$ cat config.mk
export PLATFORM = sky130hd
export DESIGN_NAME = ppl_ram
export DESIGN_NICKNAME = d
export VERILOG_FILES = /design/src/hdl/photometric_profile_lookup_assert.svh /design/src/hdl/ppl_ram.sv
export SDC_FILE = /design/constraint.sdc
export NUM_CORES = 2
export LEC_CHECK = 0
export ABC_AREA = 1
export BUFFER_PORTS_ARGS = -buffer_cell sky130_fd_sc_hd__buf_2
export CORE_MARGIN = 8
export CORE_UTILIZATION = 25
export DETAILED_ROUTE_END_ITERATION = 12
export PLACE_DENSITY = 0.41
export SETUP_SLACK_MARGIN = 0.2
export SKIP_CTS_REPAIR_TIMING = 1
export SYNTH_ARGS = -nofsm -noshare
export SYNTH_HDL_FRONTEND = slang
export SYNTH_SLANG_ARGS = --single-unit
$ cat constraint.sdc
create_clock -name i_clk -period 6.2 [get_ports i_clk]
set_clock_uncertainty 0.05 [all_clocks]
set_input_delay 0.62 -clock i_clk [delete_from_list [all_inputs] [get_ports i_clk]]
set_output_delay 0.62 -clock i_clk [all_outputs]
set_load 0.05 [all_outputs]
$ cat src/hdl/photometric_profile_lookup_assert.svh
// ----------------------------------------------------------------------------
// photometric profile lookup assertion macros
// shared property forms for the lookup block checks
// ----------------------------------------------------------------------------
`ifndef PHOTOMETRIC_PROFILE_LOOKUP_ASSERT_SVH
`define PHOTOMETRIC_PROFILE_LOOKUP_ASSERT_SVH

// same-cycle implication, checked outside reset
`define PPL_ASSERT_NOW(label, ante, cons) \
    label: assert property (@(posedge i_clk) disable iff (!i_rst_n) (ante) |-> (cons)) \
        else $error("ppl check failed");

// next-cycle implication, checked outside reset
`define PPL_ASSERT_NEXT(label, ante, cons) \
    label: assert property (@(posedge i_clk) disable iff (!i_rst_n) (ante) |=> (cons)) \
        else $error("ppl check failed");

`endif

$ cat src/hdl/ppl_ram.sv
// ----------------------------------------------------------------------------
// ppl_ram
// generic simple dual-port ram, one write port, registered read
// ----------------------------------------------------------------------------
module ppl_ram #(
    parameter int WIDTH = 32,
    parameter int DEPTH = 128
) (
    input  logic                     i_clk,
    input  logic                     i_we,
    input  logic [$clog2(DEPTH)-1:0] i_waddr,
    input  logic [WIDTH-1:0]         i_wdata,
    input  logic [$clog2(DEPTH)-1:0] i_raddr,
    output logic [WIDTH-1:0]         o_rdata
);

    logic [WIDTH-1:0] r_mem [DEPTH];
    logic [WIDTH-1:0] r_rdata;

    always_ff @(posedge i_clk) begin
        if (i_we) begin
            r_mem[i_waddr] <= i_wdata;
        end
        r_rdata <= r_mem[i_raddr];
    end

    assign o_rdata = r_rdata;

endmodule

==> impl_metrics.py <==
metrics = {
    "status": {
        "outcome": "finished, final reports clean",
    },
    "timing": {
        "finalCritPeriodShare": 0.6174,
        "slew_headroom": 0.1288,
        "finalMaxSlewViolations": 0,
        "period_minus_slack_ps": 3828,
        "tightest_slew_ps": 1304,
        "fmax_mhz": 261.2,
        "setup_viol": 0,
        "grt_setup_unrepaired": "no",
        "finalHoldViolCount": 0,
        "tns_ps": 0,
    },
    "place": {
        "port_buffers": 79,
        "place.detailed.hpwl_mm": 330.6,
        "place_congestion": 0.7705,
    },
    "die": {
        "io-pin-count": 80,
        "core_area_sq_um": 657300,
        "die_area_sq_um": 684800,
        "initial_core_util": 0.2505,
        "die_w_um": 827.5,
        "rows": 298,
        "die_h_um": 827.5,
    },
    "routing": {
        "via_count": 106900,
        "first_pass_iters": 5,
        "drt_drc_violations_left": 0,
        "ant_nets": 0,
        "avgRoutedWirePerCell_um": 26.70,
        "drt_iter0_markers": 10610,
        "postRouteWirelength_mm": 601.4,
        "viasPerCell": 4.746,
    },
    "synthesis": {
        "synth_top_area_share": 0.7471,
        "synth_edf_count": 4096,
        "synth_cell_type_count": 15,
        "syn_avg_cell_area_sq_um": 12.30,
        "syn-instance-count": 13390,
        "synth_area_sq_um": 164600,
        "synthesis.nets": 13440,
        "synth_area_leaders": "edfxtp_1 75%, nand3_1 12%, nand2_1 9.5%, buf_2 1.8%, buf_4 0.39%",
        "ys_seq_area_frac": 0.7510,
        "synthFlopType": "edfxtp_1",
        "yosysTopAreaCell": "edfxtp_1",
        "ys_ff_latch": 4128,
        "ys.warnings.count": 0,
        "async_reset_ff_frac": 0,
    },
    "pwr": {
        "power_density_nw_per_um2": 323.7,
        "p_leak_nw": 64.29,
        "vdd_drop_max_uv": 244.5,
        "totalPowerFinal_mw": 61.79,
    },
    "global_routing": {
        "grt_max_degree": 154,
        "gr-total-overflow": 0,
        "grt_first_pass_wirelength_mm": 836.4,
        "grt_usage": 0.1689,
        "grt_pass1_vias": 101800,
        "antenna_found_initial": 51,
    },
    "clock_network": {
        "cts_buffers": 470,
        "cts_tree": "done",
        "ctsRootBufferMaster": "clkbuf_16",
        "worstSkewPairLatency_ps": 1020,
        "h-tree-depth": 5,
        "path_clk_slew_ps": 60,
        "clockBufferDepth": 4,
        "cts.sink_count": 4128,
    },
    "layout": {
        "layout_commonest_cell": "nand2_1",
        "syn_to_final_growth_pct": 15.94,
        "nNetsFinal": 13440,
        "drive_gt1_frac": 0.08579,
        "layout_common_cells": "4,143 x nand2_1, 4,096 x edfxtp_1, 4,035 x nand3_1",
    },
    "critical_path": {
        "required_ps": 7090,
        "crit_fanout": 153,
        "crit_path_start_kind": "input pin",
        "critPathCaptureType": "flop",
        "critPathKind": "input pin to flop",
        "critPathArrivalTime_ps": 4720,
    },
    "job": {
        "maxCapViolCount": 0,
    },
    "hold_path": {
        "hp-class": "input pin to flop",
    },
}
-- per-layer routing --
layer | share of wire | vias up | global-route usage
met3 | 0.057 | 687 | 0.02384
met1 | 0.46 | 54880 | 0.2437
met4 | 0.025 | 12 | 0.04019
li1 | - | 48140 | -
met5 | 0.00011 | - | 0
met2 | 0.46 | 3222 | 0.2679
-- cell families (layout without fill, tap and decap cells) --
kind of cell  count (synthesis)  in the layout  synth area share
buf+inv                     933           1334           0.02841
other cells                   0             39                 0
simple gates               8328           8328            0.2206
flops                      4128           4128            0.7510
-- registers in the layout, indices dropped and copies added, names as in the netlist --
name,flops
o_rdata,32
r_mem,4096
-- power by group --
part	total [mW]	leakage [nW]	internal [mW]	switching, mW
Clock	26.8	7.11	15.3	11.5
Combinational	3.97	20.1	0.822	3.15
Sequential	31.0	37.1	30.8	0.183
Total	61.8	64.3	46.9	14.9
-- cell usage after synthesis, types with 8 or more instances --
master,count
nor3_1,8
buf_4,86
inv_1,20
nor2_1,134
edfxtp_1,4096
dfxtp_1,32
buf_6,11
nand2_1,4151
buf_2,602
buf_1,100
clkbuf_1,109
nand3_1,4035
-- stage by stage --
stage               setup slack [ps]  instances  utilization  area [sq um]  hold slack, ps
floorplan                       3132      13390            -        164600           668.9
global placement                1401      21610       0.2679        176100           792.0
detailed placement              1318      21610       0.2680        176100           779.5
CTS                             2454      22480       0.2901        190700          -147.5
global route                    2338      22490       0.2902        190800           13.79
finish                          2372      22530       0.2904        190900           46.13
-- worst max-delay path: stages --
cell and delay (ps):
buf_12 160, inv_16 530, buf_12 370, buf_12 420, nand2_1 110, nand3_1 100
nand3_1 130, nand3_1 110, nand3_1 160, nand3_1 640, nand3_1 510, nand2_1 190
-- cell type report --
| type | count | area [sq um] |
|---|---|---|
| diodes | 39 | 97.59 |
| clock buffers | 598 | 12470 |
| clock inverters | 272 | 2110 |
| fillers | 66840 | 466500 |
| inverters | 24 | 143.9 |
| multi-input cells | 8328 | 37300 |
| flip-flops and latches | 4128 | 123600 |
| well taps | 8700 | 10890 |
| repair buffers | 440 | 4237 |
-- path summary, 6_finish.rpt --
path,cells after the start,slack (ps),start,to
min reg2reg,8,780,r_mem[116][1]$_DFFE_PP_,o_rdata[1]$_DFF_P_
min,1,50,i_wdata[29],r_mem[19][29]$_DFFE_PP_
max reg2reg,8,3550,r_mem[71][4]$_DFFE_PP_,o_rdata[4]$_DFF_P_
max,12,2370,i_raddr[0],o_rdata[13]$_DFF_P_
No activity file was read; power rests on OpenSTA's default activity.
