$ cat config.mk
export PLATFORM = sky130hd
export DESIGN_NAME = ppl_frac_div
export DESIGN_NICKNAME = d
export VERILOG_FILES = /design/src/hdl/photometric_profile_lookup_assert.svh /design/src/hdl/ppl_pkg.sv /design/src/hdl/ppl_frac_div.sv
export SDC_FILE = /design/constraint.sdc
export NUM_CORES = 1
export LEC_CHECK = 0
export ABC_AREA = 1
export BUFFER_PORTS_ARGS = -buffer_cell sky130_fd_sc_hd__buf_2
export CAP_MARGIN = 25
export CORE_MARGIN = 10
export CORE_UTILIZATION = 25
export DETAILED_ROUTE_END_ITERATION = 8
export GPL_ROUTABILITY_DRIVEN = 0
export PLACE_DENSITY = 0.49
export SKIP_CTS_REPAIR_TIMING = 1
export SLEW_MARGIN = 20
export SYNTH_ARGS = -nofsm -noshare
export SYNTH_HDL_FRONTEND = slang
export SYNTH_SLANG_ARGS = --single-unit
$ cat constraint.sdc
create_clock -name i_clk -period 2.1 [get_ports i_clk]
set_input_delay 0.525 -clock i_clk [delete_from_list [all_inputs] [get_ports i_clk]]
set_output_delay 0.525 -clock i_clk [all_outputs]
set_load 0.02 [all_outputs]
$ cat src/hdl/photometric_profile_lookup_assert.svh
// ----------------------------------------------------------------------------
// photometric profile lookup assertion macros
// shared property forms for the lookup block checks
// ----------------------------------------------------------------------------
`ifndef PHOTOMETRIC_PROFILE_LOOKUP_ASSERT_SVH
`define PHOTOMETRIC_PROFILE_LOOKUP_ASSERT_SVH

// same-cycle implication, checked outside reset
`define PPL_ASSERT_NOW(label, ante, cons) \
    label: assert property (@(posedge i_clk) disable iff (!i_rst_n) (ante) |-> (cons)) \
        else $error("ppl check failed");

// next-cycle implication, checked outside reset
`define PPL_ASSERT_NEXT(label, ante, cons) \
    label: assert property (@(posedge i_clk) disable iff (!i_rst_n) (ante) |=> (cons)) \
        else $error("ppl check failed");

`endif

$ cat src/hdl/ppl_pkg.sv
// ----------------------------------------------------------------------------
// ppl_pkg
// types and constants shared by the photometric profile lookup block
// ----------------------------------------------------------------------------
package ppl_pkg;

    localparam int ANG_W  = 18;  // table and query angle width
    localparam int SA_W   = 19;  // folded angle width
    localparam int IDX_W  = 14;  // write index width
    localparam int CAND_W = 32;  // candela width
    localparam int CNT_W  = 8;   // count register width
    localparam int CFG_W  = 2;   // config index width
    localparam int FRAC_W = 16;  // interval fraction width
    localparam int NUM_W  = 21;  // divider operand width
    localparam int MA_W   = 34;  // multiplier operand a
    localparam int MB_W   = 18;  // multiplier operand b
    localparam int MP_W   = MA_W + MB_W;

    // angles in 1/64 degree
    localparam logic signed [SA_W-1:0] DEG_N90 = -19'sd5760;
    localparam logic signed [SA_W-1:0] DEG_0   = 19'sd0;
    localparam logic signed [SA_W-1:0] DEG_90  = 19'sd5760;
    localparam logic signed [SA_W-1:0] DEG_180 = 19'sd11520;
    localparam logic signed [SA_W-1:0] DEG_270 = 19'sd17280;
    localparam logic signed [SA_W-1:0] DEG_360 = 19'sd23040;
    localparam logic signed [SA_W-1:0] DEG_540 = 19'sd34560;

    typedef enum logic [1:0] {
        CMD_WR_VERT  = 2'd0,
        CMD_WR_HORIZ = 2'd1,
        CMD_WR_CAND  = 2'd2,
        CMD_LOOKUP   = 2'd3
    } t_cmd;

    typedef enum logic [CFG_W-1:0] {
        CFG_VCOUNT = 2'd0,
        CFG_HCOUNT = 2'd1
    } t_cfg_idx;

    typedef enum logic [4:0] {
        S_IDLE, S_WRAP, S_FIRST, S_LAST, S_FOLD,
        S_SCAN0, S_SCAN_RD, S_SCAN_CMP, S_DIV, S_AXIS,
        S_MA, S_MB, S_R0, S_R1, S_R2, S_R3, S_R4,
        S_L0, S_L1, S_L2, S_L3, S_L4, S_OUT
    } t_state;

    typedef struct packed {
        logic busy;
        logic done;
    } t_div_stat;

endpackage

$ cat src/hdl/ppl_frac_div.sv
// ----------------------------------------------------------------------------
// ppl_frac_div
// restoring divider, one quotient bit a cycle, num < den gives q0.16
// ----------------------------------------------------------------------------
module ppl_frac_div (
    input  logic                          i_clk,
    input  logic                          i_rst_n,
    input  logic                          i_start,
    input  logic [ppl_pkg::NUM_W-1:0]     i_num,
    input  logic [ppl_pkg::NUM_W-1:0]     i_den,
    output ppl_pkg::t_div_stat            o_stat,
    output logic [ppl_pkg::FRAC_W-1:0]    o_quot
);
    import ppl_pkg::*;

    localparam int CW = $clog2(FRAC_W + 1);

    logic [NUM_W-1:0]  r_rem;
    logic [NUM_W-1:0]  r_den;
    logic [FRAC_W-1:0] r_quot;
    logic [CW-1:0]     r_cnt;
    logic              r_busy;
    logic              r_done;
    logic [NUM_W:0]    w_shift;
    logic              w_ge;

    assign w_shift = {r_rem, 1'b0};
    assign w_ge    = w_shift >= {1'b0, r_den};

    always_ff @(posedge i_clk) begin
        if (!i_rst_n) begin
            r_busy <= 1'b0;
            r_done <= 1'b0;
            r_cnt  <= '0;
        end else begin
            r_done <= 1'b0;
            if (i_start) begin
                r_busy <= 1'b1;
                r_cnt  <= CW'(FRAC_W);
            end else if (r_busy) begin
                r_cnt <= r_cnt - 1'b1;
                if (r_cnt == CW'(1)) begin
                    r_busy <= 1'b0;
                    r_done <= 1'b1;
                end
            end
        end
    end

    always_ff @(posedge i_clk) begin
        if (i_start) begin
            r_rem  <= i_num;
            r_den  <= i_den;
            r_quot <= '0;
        end else if (r_busy) begin
            r_rem  <= w_ge ? NUM_W'(w_shift - {1'b0, r_den}) : NUM_W'(w_shift);
            r_quot <= {r_quot[FRAC_W-2:0], w_ge};
        end
    end

    assign o_stat.busy = r_busy;
    assign o_stat.done = r_done;
    assign o_quot      = r_quot;

endmodule

==> summary.txt, run 1 <==
Status
  • Status: finished with violations
  • Failing checks: setup timing

Power and ir drop
  • Combinational power share: ~47%
  • VDD IR max: about 0.00046 V
  • Seq pwr share: approximately 28%
  • Total power: between 0.005 and 0.006 W
  • Clock Power Share: about 25%
  • Switching power: approximately 0.0021 W
  • Pwr/cell area: between 900 and 1000 nW/um2
  • Power Internal: 0.00375 W
  • Sw frac: 36.3%
  • Pleak: approximately 3 nW

Clocking
  • Clk slew on worst S/H paths: 0.06 ns
  • Root buffer cell: clkbuf_16
  • Inserted Clock Buffers: 9
  • CTS tree: yes
  • H-tree levels: 3
  • Clk buf depth: 2
  • Clock sinks: between 60 and 70
  • Clk_lat worst skew: between 0.3 and 0.4 ns

Setup path
  • Max incr delay on CP: ~0.44 ns
  • CP max stage cell: edfxtp_1
  • Worst Path Arrival: around 2.2 ns
  • CP required: 2.19 ns
  • Worst setup EP type: flip-flop
  • CP max FO: 7
  • CP cell instances: ha_4, nand2_4, nor2_4, inv_2, nor2_4, nand2_1, nand2_2, nor2_4, buf_6, nand2_8, buf_12, nand3_4, nand2_2, nand2_1
  • Most frequent CP cell: nor2_4
  • CP Class: reg2reg
  • Startpoint Class: flip-flop

Global routing
  • Initial antenna violation count: 1
  • First-pass GRT wire length: 19500 um
  • Number of global-route vias before repair: approximately 3.9k
  • Grt total ovfl: 0
  • All-layer global routing usage: 11.0%
  • Largest net degree at the start of global routing: 44

Job
  • Max_cap viols: 0

Detailed routing
  • Detailed router's first-iteration violation count: between 150 and 200
  • DR vias/cell: between 4 and 5
  • DR vias: ~3.9k
  • Remaining DRCs: 0
  • Routed WL per cell: 13.7 um
  • Routed Antenna Nets: 0
  • 1st-pass router iterations: 4
  • Routed wire length: about 13000 um

STA
  • Finish-stage setup viols: 3
  • Setup ws final: -0.0131 ns
  • Final hold vios: 0
  • Worst-Margin Slew: ~0.55 ns
  • Slew Limit Fails: 0
  • Crit share post-route: 101%
  • Layout Skew: 0.00793 ns
  • RSZ-0062 raised after global routing: yes
  • Fmax: between 400 and 500 MHz
  • Min cycle time layout: 2.11 ns
  • Slew HR: about 64%

Synth
  • Largest family of logic cells by synthesized area: simple AND/OR/NAND/NOR gates
  • Seq/Total Area, Yosys: roughly two fifths
  • Cell taking the most area after synthesis: edfxtp_1
  • Synth warn: 0
  • Synth Area in Compound Gates: 5.15%
  • EDFF count, synth: between 40 and 50
  • Post-Synthesis Net Count: ~640
  • Area share of and/or/nand/nor cells after synthesis: 33.2%
  • Synth cell types: 36
  • Predominant post-synthesis flop cell: edfxtp_1
  • XOR/XNOR Fraction of Synth Area: between 1.5 and 2%
  • Area of the mapped netlist: 4280 um2
  • Synth Area in Adders: under 10%
  • Post-synth ARST share: 0%
  • Leading post-synthesis cells by cell area: edfxtp_1, nand2_1, dfxtp_1
  • Mux cell area share after synthesis: 0%
  • Post-synth top area share: between 20% and 30%
  • Most frequent cells after synthesis: nand2_1, inv_1, nand3_1
  • Avg Inst Size Synth: about 7.5 um2
  • Flops & latches, synth: 65
  • Most frequent cell after synthesis: nand2_1
  • Synth Instances: ~570

Floorplanning
  • Die W: around 150 um
  • Core area: 16700 um2
  • Num rows: 47
  • Io pins: between 60 and 70
  • Initial core utilization: 25.6%
  • Die footprint: 22700 um2
  • Die Ht: around 150 um

Placed design
  • Post-DP HPWL: 9540 um
  • Dpl cells: around 900
  • Port Buffers: 62

Hold path
  • Hold Path Class: in2reg

Cells and area
  • Share of cells above drive strength 1: between 30% and 40%
  • Post-Layout Cell Count: slightly above 900
  • Final core utilization: between 30% and 40%
  • Nets: between 700 and 800
  • Synth-to-layout area growth: 44.1%
  • Fillcell total: 1784
-- logic make-up (layout without fill, tap and decap cells) --
family,after synthesis,count (layout)
flops,65,65
fa+ha+maj,24,24
xor+xnor,9,9
other cells,0,1
buf+inv,127,265
simple gates,310,310
compound gates,38,38
-- path summary, 6_finish.rpt --
check,startpoint,to,slack [ns],cells past startpoint
min,i_den[0],r_den[0],0.36,1
max,r_rem[5],r_rem[19],-0.01,14
min reg2reg,o_quot[7],o_quot[7],0.49,2
max reg2reg,r_rem[5],r_rem[19],-0.01,14
-- layer usage --
metal	wire length [um]	up-vias	GRT usage, %	part of all wire [%]
met5	0	-	0	0
met4	242	0	4.96	1.9
met3	376	15	2.57	2.9
met2	5960	52	17.6	47
met1	6170	1758	13.9	48
li1	-	2078	-	-
-- flip-flops by register name, indices dropped and copies added (netlist names) --
register  count
r_busy        1
r_den        21
o_quot       16
r_cnt         5
r_rem        21
r_done        1
-- layout by cell type (no fill, tap or decap), types with 9 or more instances in the layout --
| master | count |
|---|---|
| nand3_2 | 20 |
| dfxtp_1 | 23 |
| clkbuf_16 | 11 |
| o22ai_1 | 14 |
| edfxtp_1 | 42 |
| nand3b_1 | 17 |
| nand2_4 | 9 |
| inv_1 | 104 |
| nand2_2 | 10 |
| buf_4 | 65 |
| nor2_1 | 33 |
| ha_4 | 20 |
| a21oi_1 | 12 |
| nand2_1 | 166 |
| nand3_1 | 33 |
| buf_2 | 62 |
-- per-stage QoR --
stage / setup WS (ns) / hold slack (ns) / instance area, um2 / setup TNS [ns]
floorplan: 0.126 / 0.475 / 4280 / 0
global placement: -0.169 / 0.473 / 5240 / -2.06
detailed placement: -0.159 / 0.478 / 5240 / -2.25
CTS: -0.175 / 0.343 / 5540 / -2.53
global route: -0.144 / 0.343 / 6160 / -2.48
finish: -0.0131 / 0.357 / 6160 / -0.0280
-- critical path: cells and delay by family (launching register included) --
family,cells,cell delay [ns]
adder cells (fa/ha/maj),1,0.32
flip-flops,1,0.44
buffers and inverters,3,0.33
AND/OR/NAND/NOR,10,0.77
-- power by group through the flow --
stage | clock, W | sequential [W] | combinational, W
floorplan | 0 | 0.00162 | 0.00137
global route | 0.00159 | 0.00167 | 0.00306
detailed placement | 0 | 0.00164 | 0.00218
CTS | 0.00153 | 0.00161 | 0.00219
finish | 0.00149 | 0.00165 | 0.00274
global placement | 0 | 0.00164 | 0.00218
-- layout make-up --
class                           count  area (um2)  area share, %
Clock buffer                       12         268           4.34
Timing Repair Buffer              136         931           15.1
Tap cell                          220         275           4.47
Antenna cell                        1        2.50         0.0406
Sequential cell                    65        1720           27.9
Multi-Input combinational cell    381        2510           40.7
Inverter                          113         424           6.88
Clock inverter                      4        30.0          0.487
Power figures use the tool's default switching activity.
==> run 2: changes to the inputs <==
ABC_AREA = unset   (was 1)
PLACE_DENSITY = 0.51   (was 0.49)
clock period = 2.35 ns   (was 2.1 ns; I/O delays follow)
==> run 2 against run 1 <==
Effect of this change: the flow still finishes with violations (setup timing); largest cell class unchanged; clock power decreased by 12%; synthesized area decreased by 5.3%; clock skew grew 0.0027 ns; highest routed layer unchanged.
==> summary.txt, run 2 <==
STA
  • Min cycle time layout: 2.55 ns (was 2.11 ns)
  • Slew HR: 53.6% (was 63.6%)
  • Worst-Margin Slew: 0.696 ns (was 0.546 ns)
  • Finish-stage setup viols: 19 (was 3)
  • Layout Skew: 0.0107 ns (was 0.00793 ns)
  • RSZ-0062 raised after global routing: yes (unchanged)
  • Crit share post-route: 109% (was 101%)
  • Fmax: 391 MHz (was 473 MHz)
  • Slew Limit Fails: 0 (unchanged)
  • Hold_ws: 0.415 ns (was 0.357 ns)
  • Final hold vios: 0 (unchanged)
  • Setup ws final: -0.205 ns (was -0.0131 ns)
  • Total negative setup slack: -2.03 ns (was -0.0280 ns)

Cells and area
  • Nets: 635 (was 775)
  • Share of cells above drive strength 1: 39.1% (was 33.2%)
  • Commonest non-fill, non-tap cell in the layout: buf_4 (was nand2_1)
  • Post-Layout Cell Count: 787 (was 932)
  • Fillcell total: 1631 (was 1784)
  • Synth-to-layout area growth: 45.3% (was 44.1%)
  • Final Instance Area: 5890 um2 (was 6160 um2)
  • Most frequent cells in the layout: buf_4, buf_2, edfxtp_1 (was nand2_1, inv_1, buf_4)
  • N_diodes: 0 (was 1)

Power and ir drop
  • Pwr/cell area: 912 nW/um2 (was 956 nW/um2)
  • Seq pwr share: 28.1% (about the same)
  • Clock Power Share: 24.4% (was 25.4%)
  • Switching power: 0.00191 W (was 0.00214 W)
  • Total power: 0.00537 W (was 0.00589 W)
  • Power Internal: 0.00347 W (was 0.00375 W)
  • VDD IR max: 0.000376 V (was 0.000456 V)
  • Pleak: 2.51 nW (was 2.99 nW)
  • Sw frac: 35.5% (was 36.3%)
  • Combinational power share: 47.5% (was 46.6%)

Synth
  • Area of the mapped netlist: 4050 um2 (was 4280 um2)
  • Post-synth ARST share: 0% (unchanged)
  • Synth cell types: 66 (was 36)
  • Avg Inst Size Synth: 9.67 um2 (was 7.47 um2)
  • Most frequent cells after synthesis: edfxtp_1, nand2_1, nor2_1 (was nand2_1, inv_1, nand3_1)
  • Cell taking the most area after synthesis: edfxtp_1 (unchanged)
  • Most frequent cell after synthesis: edfxtp_1 (was nand2_1)
  • Synth warn: 0 (unchanged)
  • Seq/Total Area, Yosys: 42.5% (was 40.2%)
  • Leading post-synthesis cells by cell area: edfxtp_1, dfxtp_1, ha_1 (was edfxtp_1, nand2_1, dfxtp_1)
  • Flops & latches, synth: 65 (unchanged)
  • Post-Synthesis Net Count: 488 (was 642)
  • Predominant post-synthesis flop cell: edfxtp_1 (unchanged)
  • Synth Instances: 419 (was 573)
  • Post-synth top area share: 31.1% (was 29.5%)
  • EDFF count, synth: 42 (unchanged)

Detailed routing
  • Remaining DRCs: 0 (unchanged)
  • Detailed router's first-iteration violation count: 192 (was 158)
  • Routed WL per cell: 15.6 um (was 13.7 um)
  • Routed wire length: 12300 um (was 12700 um)
  • 1st-pass router iterations: 4 (unchanged)
  • Routed Antenna Nets: 0 (unchanged)
  • DR vias: 3736 (was 3903)
  • DR vias/cell: 4.75 (was 4.19)

Floorplanning
  • Die W: 147 um (was 151 um)
  • Die Ht: 147 um (was 151 um)
  • Core area: 15900 um2 (was 16700 um2)
  • Num rows: 46 (was 47)
  • Io pins: 63 (unchanged)
  • Die footprint: 21700 um2 (was 22700 um2)
  • Initial core utilization: 25.5% (was 25.6%)

Clocking
  • Clk_lat worst skew: 0.35 ns (was 0.34 ns)
  • Root buffer cell: clkbuf_16 (unchanged)
  • CTS tree: yes (unchanged)
  • Inserted Clock Buffers: 9 (unchanged)
  • Clock sinks: 65 (unchanged)
  • H-tree levels: 3 (unchanged)
  • Clk buf depth: 2 (unchanged)
  • Clk slew on worst S/H paths: 0.06 ns (about the same)

Placed design
  • Port Buffers: 62 (unchanged)
  • Dpl cells: 763 (was 902)
  • DP Area: 5220 um2 (was 5240 um2)
  • Post-DP HPWL: 9060 um (was 9540 um)

Setup path
  • Startpoint Class: flip-flop (unchanged)
  • CP required: 2.44 ns (was 2.19 ns)
  • Worst setup EP type: flip-flop (unchanged)
  • CP max FO: 3 (was 7)
  • CP Class: reg2reg (unchanged)
  • Worst Path Arrival: 2.65 ns (was 2.21 ns)

Job
  • Max_cap viols: 0 (unchanged)

Global routing
  • All-layer global routing usage: 11.3% (was 11.0%)
  • First-pass GRT wire length: 19800 um (was 19500 um)
  • Number of global-route vias before repair: 4008 (was 3925)
  • Grt total ovfl: 0 (unchanged)
  • Initial antenna violation count: 0 (was 1)
  • Largest net degree at the start of global routing: 72 (was 44)

Status
  • Status: finished with violations (unchanged)
  • Failing checks: setup timing (unchanged)

Hold path
  • Hold Path Class: in2reg (unchanged)
-- run 2: cell count changes after synthesis, sizes merged, moves of 13 or more --
cell,delta
and2,+14
inv,-81
mux2i,+17
nand2,-155
nand3,-45
nand3b,-16
o21ai,+16
o22ai,-13
-- run 2: cell type report --
type	count	area (um2)	area share, %
flip-flops and latches	65	1720	29.2
repair buffers	158	1100	18.7
clock inverters	4	22.5	0.382
well taps	216	270	4.59
clock buffers	12	268	4.55
multi-input cells	303	2400	40.7
inverters	29	109	1.85
-- run 2: kinds of logic after synthesis --
kind of cell | after synthesis | synth area share [%]
AND/OR/NAND/NOR | 133 | 16.9
AO/OA/AOI/OAI | 113 | 19.8
flip-flops | 65 | 42.5
buffers and inverters | 52 | 5.83
adder cells (fa/ha/maj) | 24 | 7.60
multiplexers | 17 | 4.20
XOR/XNOR | 15 | 3.24
-- run 2: through the flow --
stage / worst slack, ns / utilization [%]
floorplan: -0.00536 / -
global placement: -0.320 / 32.9
detailed placement: -0.322 / 32.9
CTS: -0.337 / 34.7
global route: -0.265 / 37.1
finish: -0.205 / 37.1
-- run 2: path summary, 6_finish.rpt --
check	to	depth (start not counted)	from	slack (ns)
setup reg to reg	r_rem[1]	9	r_den[1]	-0.20
hold / removal	r_den[2]	1	i_den[2]	0.42
setup / recovery	r_rem[1]	9	r_den[1]	-0.20
hold reg to reg	o_quot[15]	2	o_quot[15]	0.51
-- run 2: per-layer routing --
layer	share of wire [%]	GRT usage (%)	up-vias
li1	-	-	1857
met1	45	13.8	1774
met2	47	17.8	82
met3	4.7	2.79	23
met4	2.5	6.19	0
met5	0	0	-
-- run 2: power groups by stage --
stage	Clock, W	Combinational (W)	Sequential (W)
5_1_grt	0.00141	0.00279	0.00152
2_1_floorplan	0	0.00127	0.00149
4_1_cts	0.00135	0.00223	0.00150
6_report	0.00131	0.00255	0.00151
3_3_place_gp	0	0.00219	0.00151
3_5_place_dp	0	0.00222	0.00152
-- run 2: worst max-delay path, cell delays in order (launching register included) --
cell and delay (ns):
edfxtp_1 0.44, fa_2 0.42, nand2b_4 0.16, a21o_1 0.21, a211o_1 0.36, a21boi_4 0.21
buf_6 0.14, buf_6 0.09, nor3_2 0.04, o31a_1 0.23
==> run 3: changes to the inputs <==
CORE_MARGIN = unset   (was 10)
==> run 3 against run 2 <==
Effect of this change: critical endpoint is now r_rem[11]; utilization up 1.2 points; sequential power about the same; register-to-register slack better by 0.09 ns; the run still ends with setup timing left; global-route usage up 3.2 points.
==> summary.txt, run 3 (synthesis results as in run 2) <==
Status
  • Status: finished with violations (unchanged)
  • Failing checks: setup timing (unchanged)

Global routing
  • Grt total ovfl: 0 (unchanged)
  • All-layer global routing usage: 14.5% (was 11.3%)
  • Initial antenna violation count: 0 (unchanged)
  • Number of global-route vias before repair: 3702 (was 4008)
  • Largest net degree at the start of global routing: 59 (was 72)
  • First-pass GRT wire length: 18400 um (was 19800 um)

Power and ir drop
  • VDD IR max: 0.000384 V (was 0.000376 V)
  • Pwr/cell area: 908 nW/um2 (was 912 nW/um2)
  • Pleak: 2.54 nW (was 2.51 nW)

Detailed routing
  • Detailed router's first-iteration violation count: 147 (was 192)
  • DR WL met3: 508 um (was 580 um)
  • DR vias: 3694 (was 3736)
  • Remaining DRCs: 0 (unchanged)
  • 1st-pass router iterations: 4 (unchanged)
  • Routed WL per cell: 14.8 um (was 15.6 um)
  • DR vias/cell: 4.66 (was 4.75)
  • Met2 Wirelength: 5710 um (was 5830 um)
  • Met1 wire length: 5340 um (was 5570 um)
  • Top Metal Used: met4 (unchanged)
  • Routed Antenna Nets: 0 (unchanged)
  • Routed wire length: 11700 um (was 12300 um)

STA
  • Min cycle time layout: 2.46 ns (was 2.55 ns)
  • Finish-stage setup viols: 13 (was 19)
  • Total negative setup slack: -0.578 ns (was -2.03 ns)
  • Slew HR: 50.4% (was 53.6%)
  • RSZ-0062 raised after global routing: yes (unchanged)
  • Setup ws final: -0.113 ns (was -0.205 ns)
  • Crit share post-route: 105% (was 109%)
  • Layout Skew: 0.0105 ns (was 0.0107 ns)
  • Hold_ws: 0.411 ns (was 0.415 ns)
  • Worst-Margin Slew: 0.743 ns (was 0.696 ns)
  • Slew Limit Fails: 0 (unchanged)
  • Fmax: 406 MHz (was 391 MHz)
  • Final hold vios: 0 (unchanged)

Placed design
  • DP Area: 5170 um2 (was 5220 um2)
  • Port Buffers: 62 (unchanged)
  • Post-DP HPWL: 8550 um (was 9060 um)

Setup path
  • Worst Path Arrival: 2.55 ns (was 2.65 ns)
  • Startpoint Class: flip-flop (unchanged)
  • CP Class: reg2reg (unchanged)
  • CP max FO: 10 (was 3)
  • Worst setup EP type: flip-flop (unchanged)
  • CP required: 2.44 ns (about the same)

Floorplanning
  • Initial core utilization: 25.6% (was 25.5%)
  • Num rows: 46 (unchanged)
  • Die footprint: 16700 um2 (was 21700 um2)
  • Die Ht: 129 um (was 147 um)
  • Die W: 129 um (was 147 um)
  • Io pins: 63 (unchanged)
  • Core area: 15800 um2 (was 15900 um2)

Clocking
  • Clk buf depth: 2 (unchanged)
  • Clk_lat worst skew: 0.35 ns (about the same)
  • Clock sinks: 65 (unchanged)
  • Clk slew on worst S/H paths: 0.06 ns (about the same)
  • Root buffer cell: clkbuf_16 (unchanged)
  • H-tree levels: 3 (unchanged)
  • Inserted Clock Buffers: 9 (unchanged)
  • CTS tree: yes (unchanged)

Cells and area
  • Nets: 640 (was 635)
  • Commonest non-fill, non-tap cell in the layout: buf_4 (unchanged)
  • Most frequent cells in the layout: buf_4, buf_2, edfxtp_1 (unchanged)
  • N_diodes: 0 (unchanged)
  • Final Instance Area: 6060 um2 (was 5890 um2)
  • Synth-to-layout area growth: 49.5% (was 45.3%)
  • Share of cells above drive strength 1: 43.2% (was 39.1%)
  • Fillcell total: 1561 (was 1631)

Job
  • Max_cap viols: 0 (unchanged)

Hold path
  • Hold Path Class: in2reg (unchanged)
==> run 3: cell types whose count changed in the layout (fill, tap and decap cells not counted), sizes merged <==
cell	previous run	this run
buf	158	163
clkbuf	12	9
clkinv	2	4
inv	31	32
==> run 3: critical path, cell delays in order, from the launching register on <==
cell and delay (ns):
edfxtp_1 0.42, fa_2 0.41, nand2b_4 0.16, a21o_1 0.20
a211oi_4 0.31, o21ai_4 0.12, buf_6 0.17, a41oi_1 0.31
o31ai_4 0.11
==> run 3: final cells by class <==
| type | count | area (um2) | area share (%) |
|---|---|---|---|
| Clock buffer | 9 | 225 | 3.72 |
| Multi-Input combinational cell | 303 | 2560 | 42.2 |
| Timing Repair Buffer | 163 | 1130 | 18.7 |
| Clock inverter | 7 | 43.8 | 0.723 |
| Inverter | 29 | 109 | 1.80 |
| Tap cell | 216 | 270 | 4.46 |
| Sequential cell | 65 | 1720 | 28.4 |
==> run 3: stage by stage <==
step | power [W] | worst slack [ns] | utilization, % | std cells
detailed placement | 0.00368 | -0.272 | 32.7 | 760
global placement | 0.00365 | -0.237 | 32.7 | 760
CTS | 0.00494 | -0.284 | 34.4 | 776
global route | 0.00586 | -0.203 | 38.3 | 792
floorplan | 0.00276 | -0.00536 | - | 419
finish | 0.00550 | -0.113 | 38.3 | 792
==> run 3: power breakdown <==
group	leakage, nW	internal, W	total [W]	switching [W]
combinational	1.79	0.00137	0.00275	0.00137
sequential	0.607	0.00141	0.00152	0.000111
clock	0.138	0.000712	0.00124	0.000524
==> run 3: final timing paths <==
check               end  cells past startpoint  startpoint  slack [ns]
max           r_rem[11]                      8    r_den[0]       -0.11
max reg2reg   r_rem[11]                      8    r_den[0]       -0.11
min reg2reg  o_quot[15]                      2  o_quot[15]        0.50
min            r_den[2]                      1    i_den[2]        0.41
==> run 3: routing by layer <==
layer,global-route usage [%],up-vias
met1,18.4,1748
met2,23.1,65
met3,3.72,16
met5,0,-
met4,6.37,0
li1,-,1865
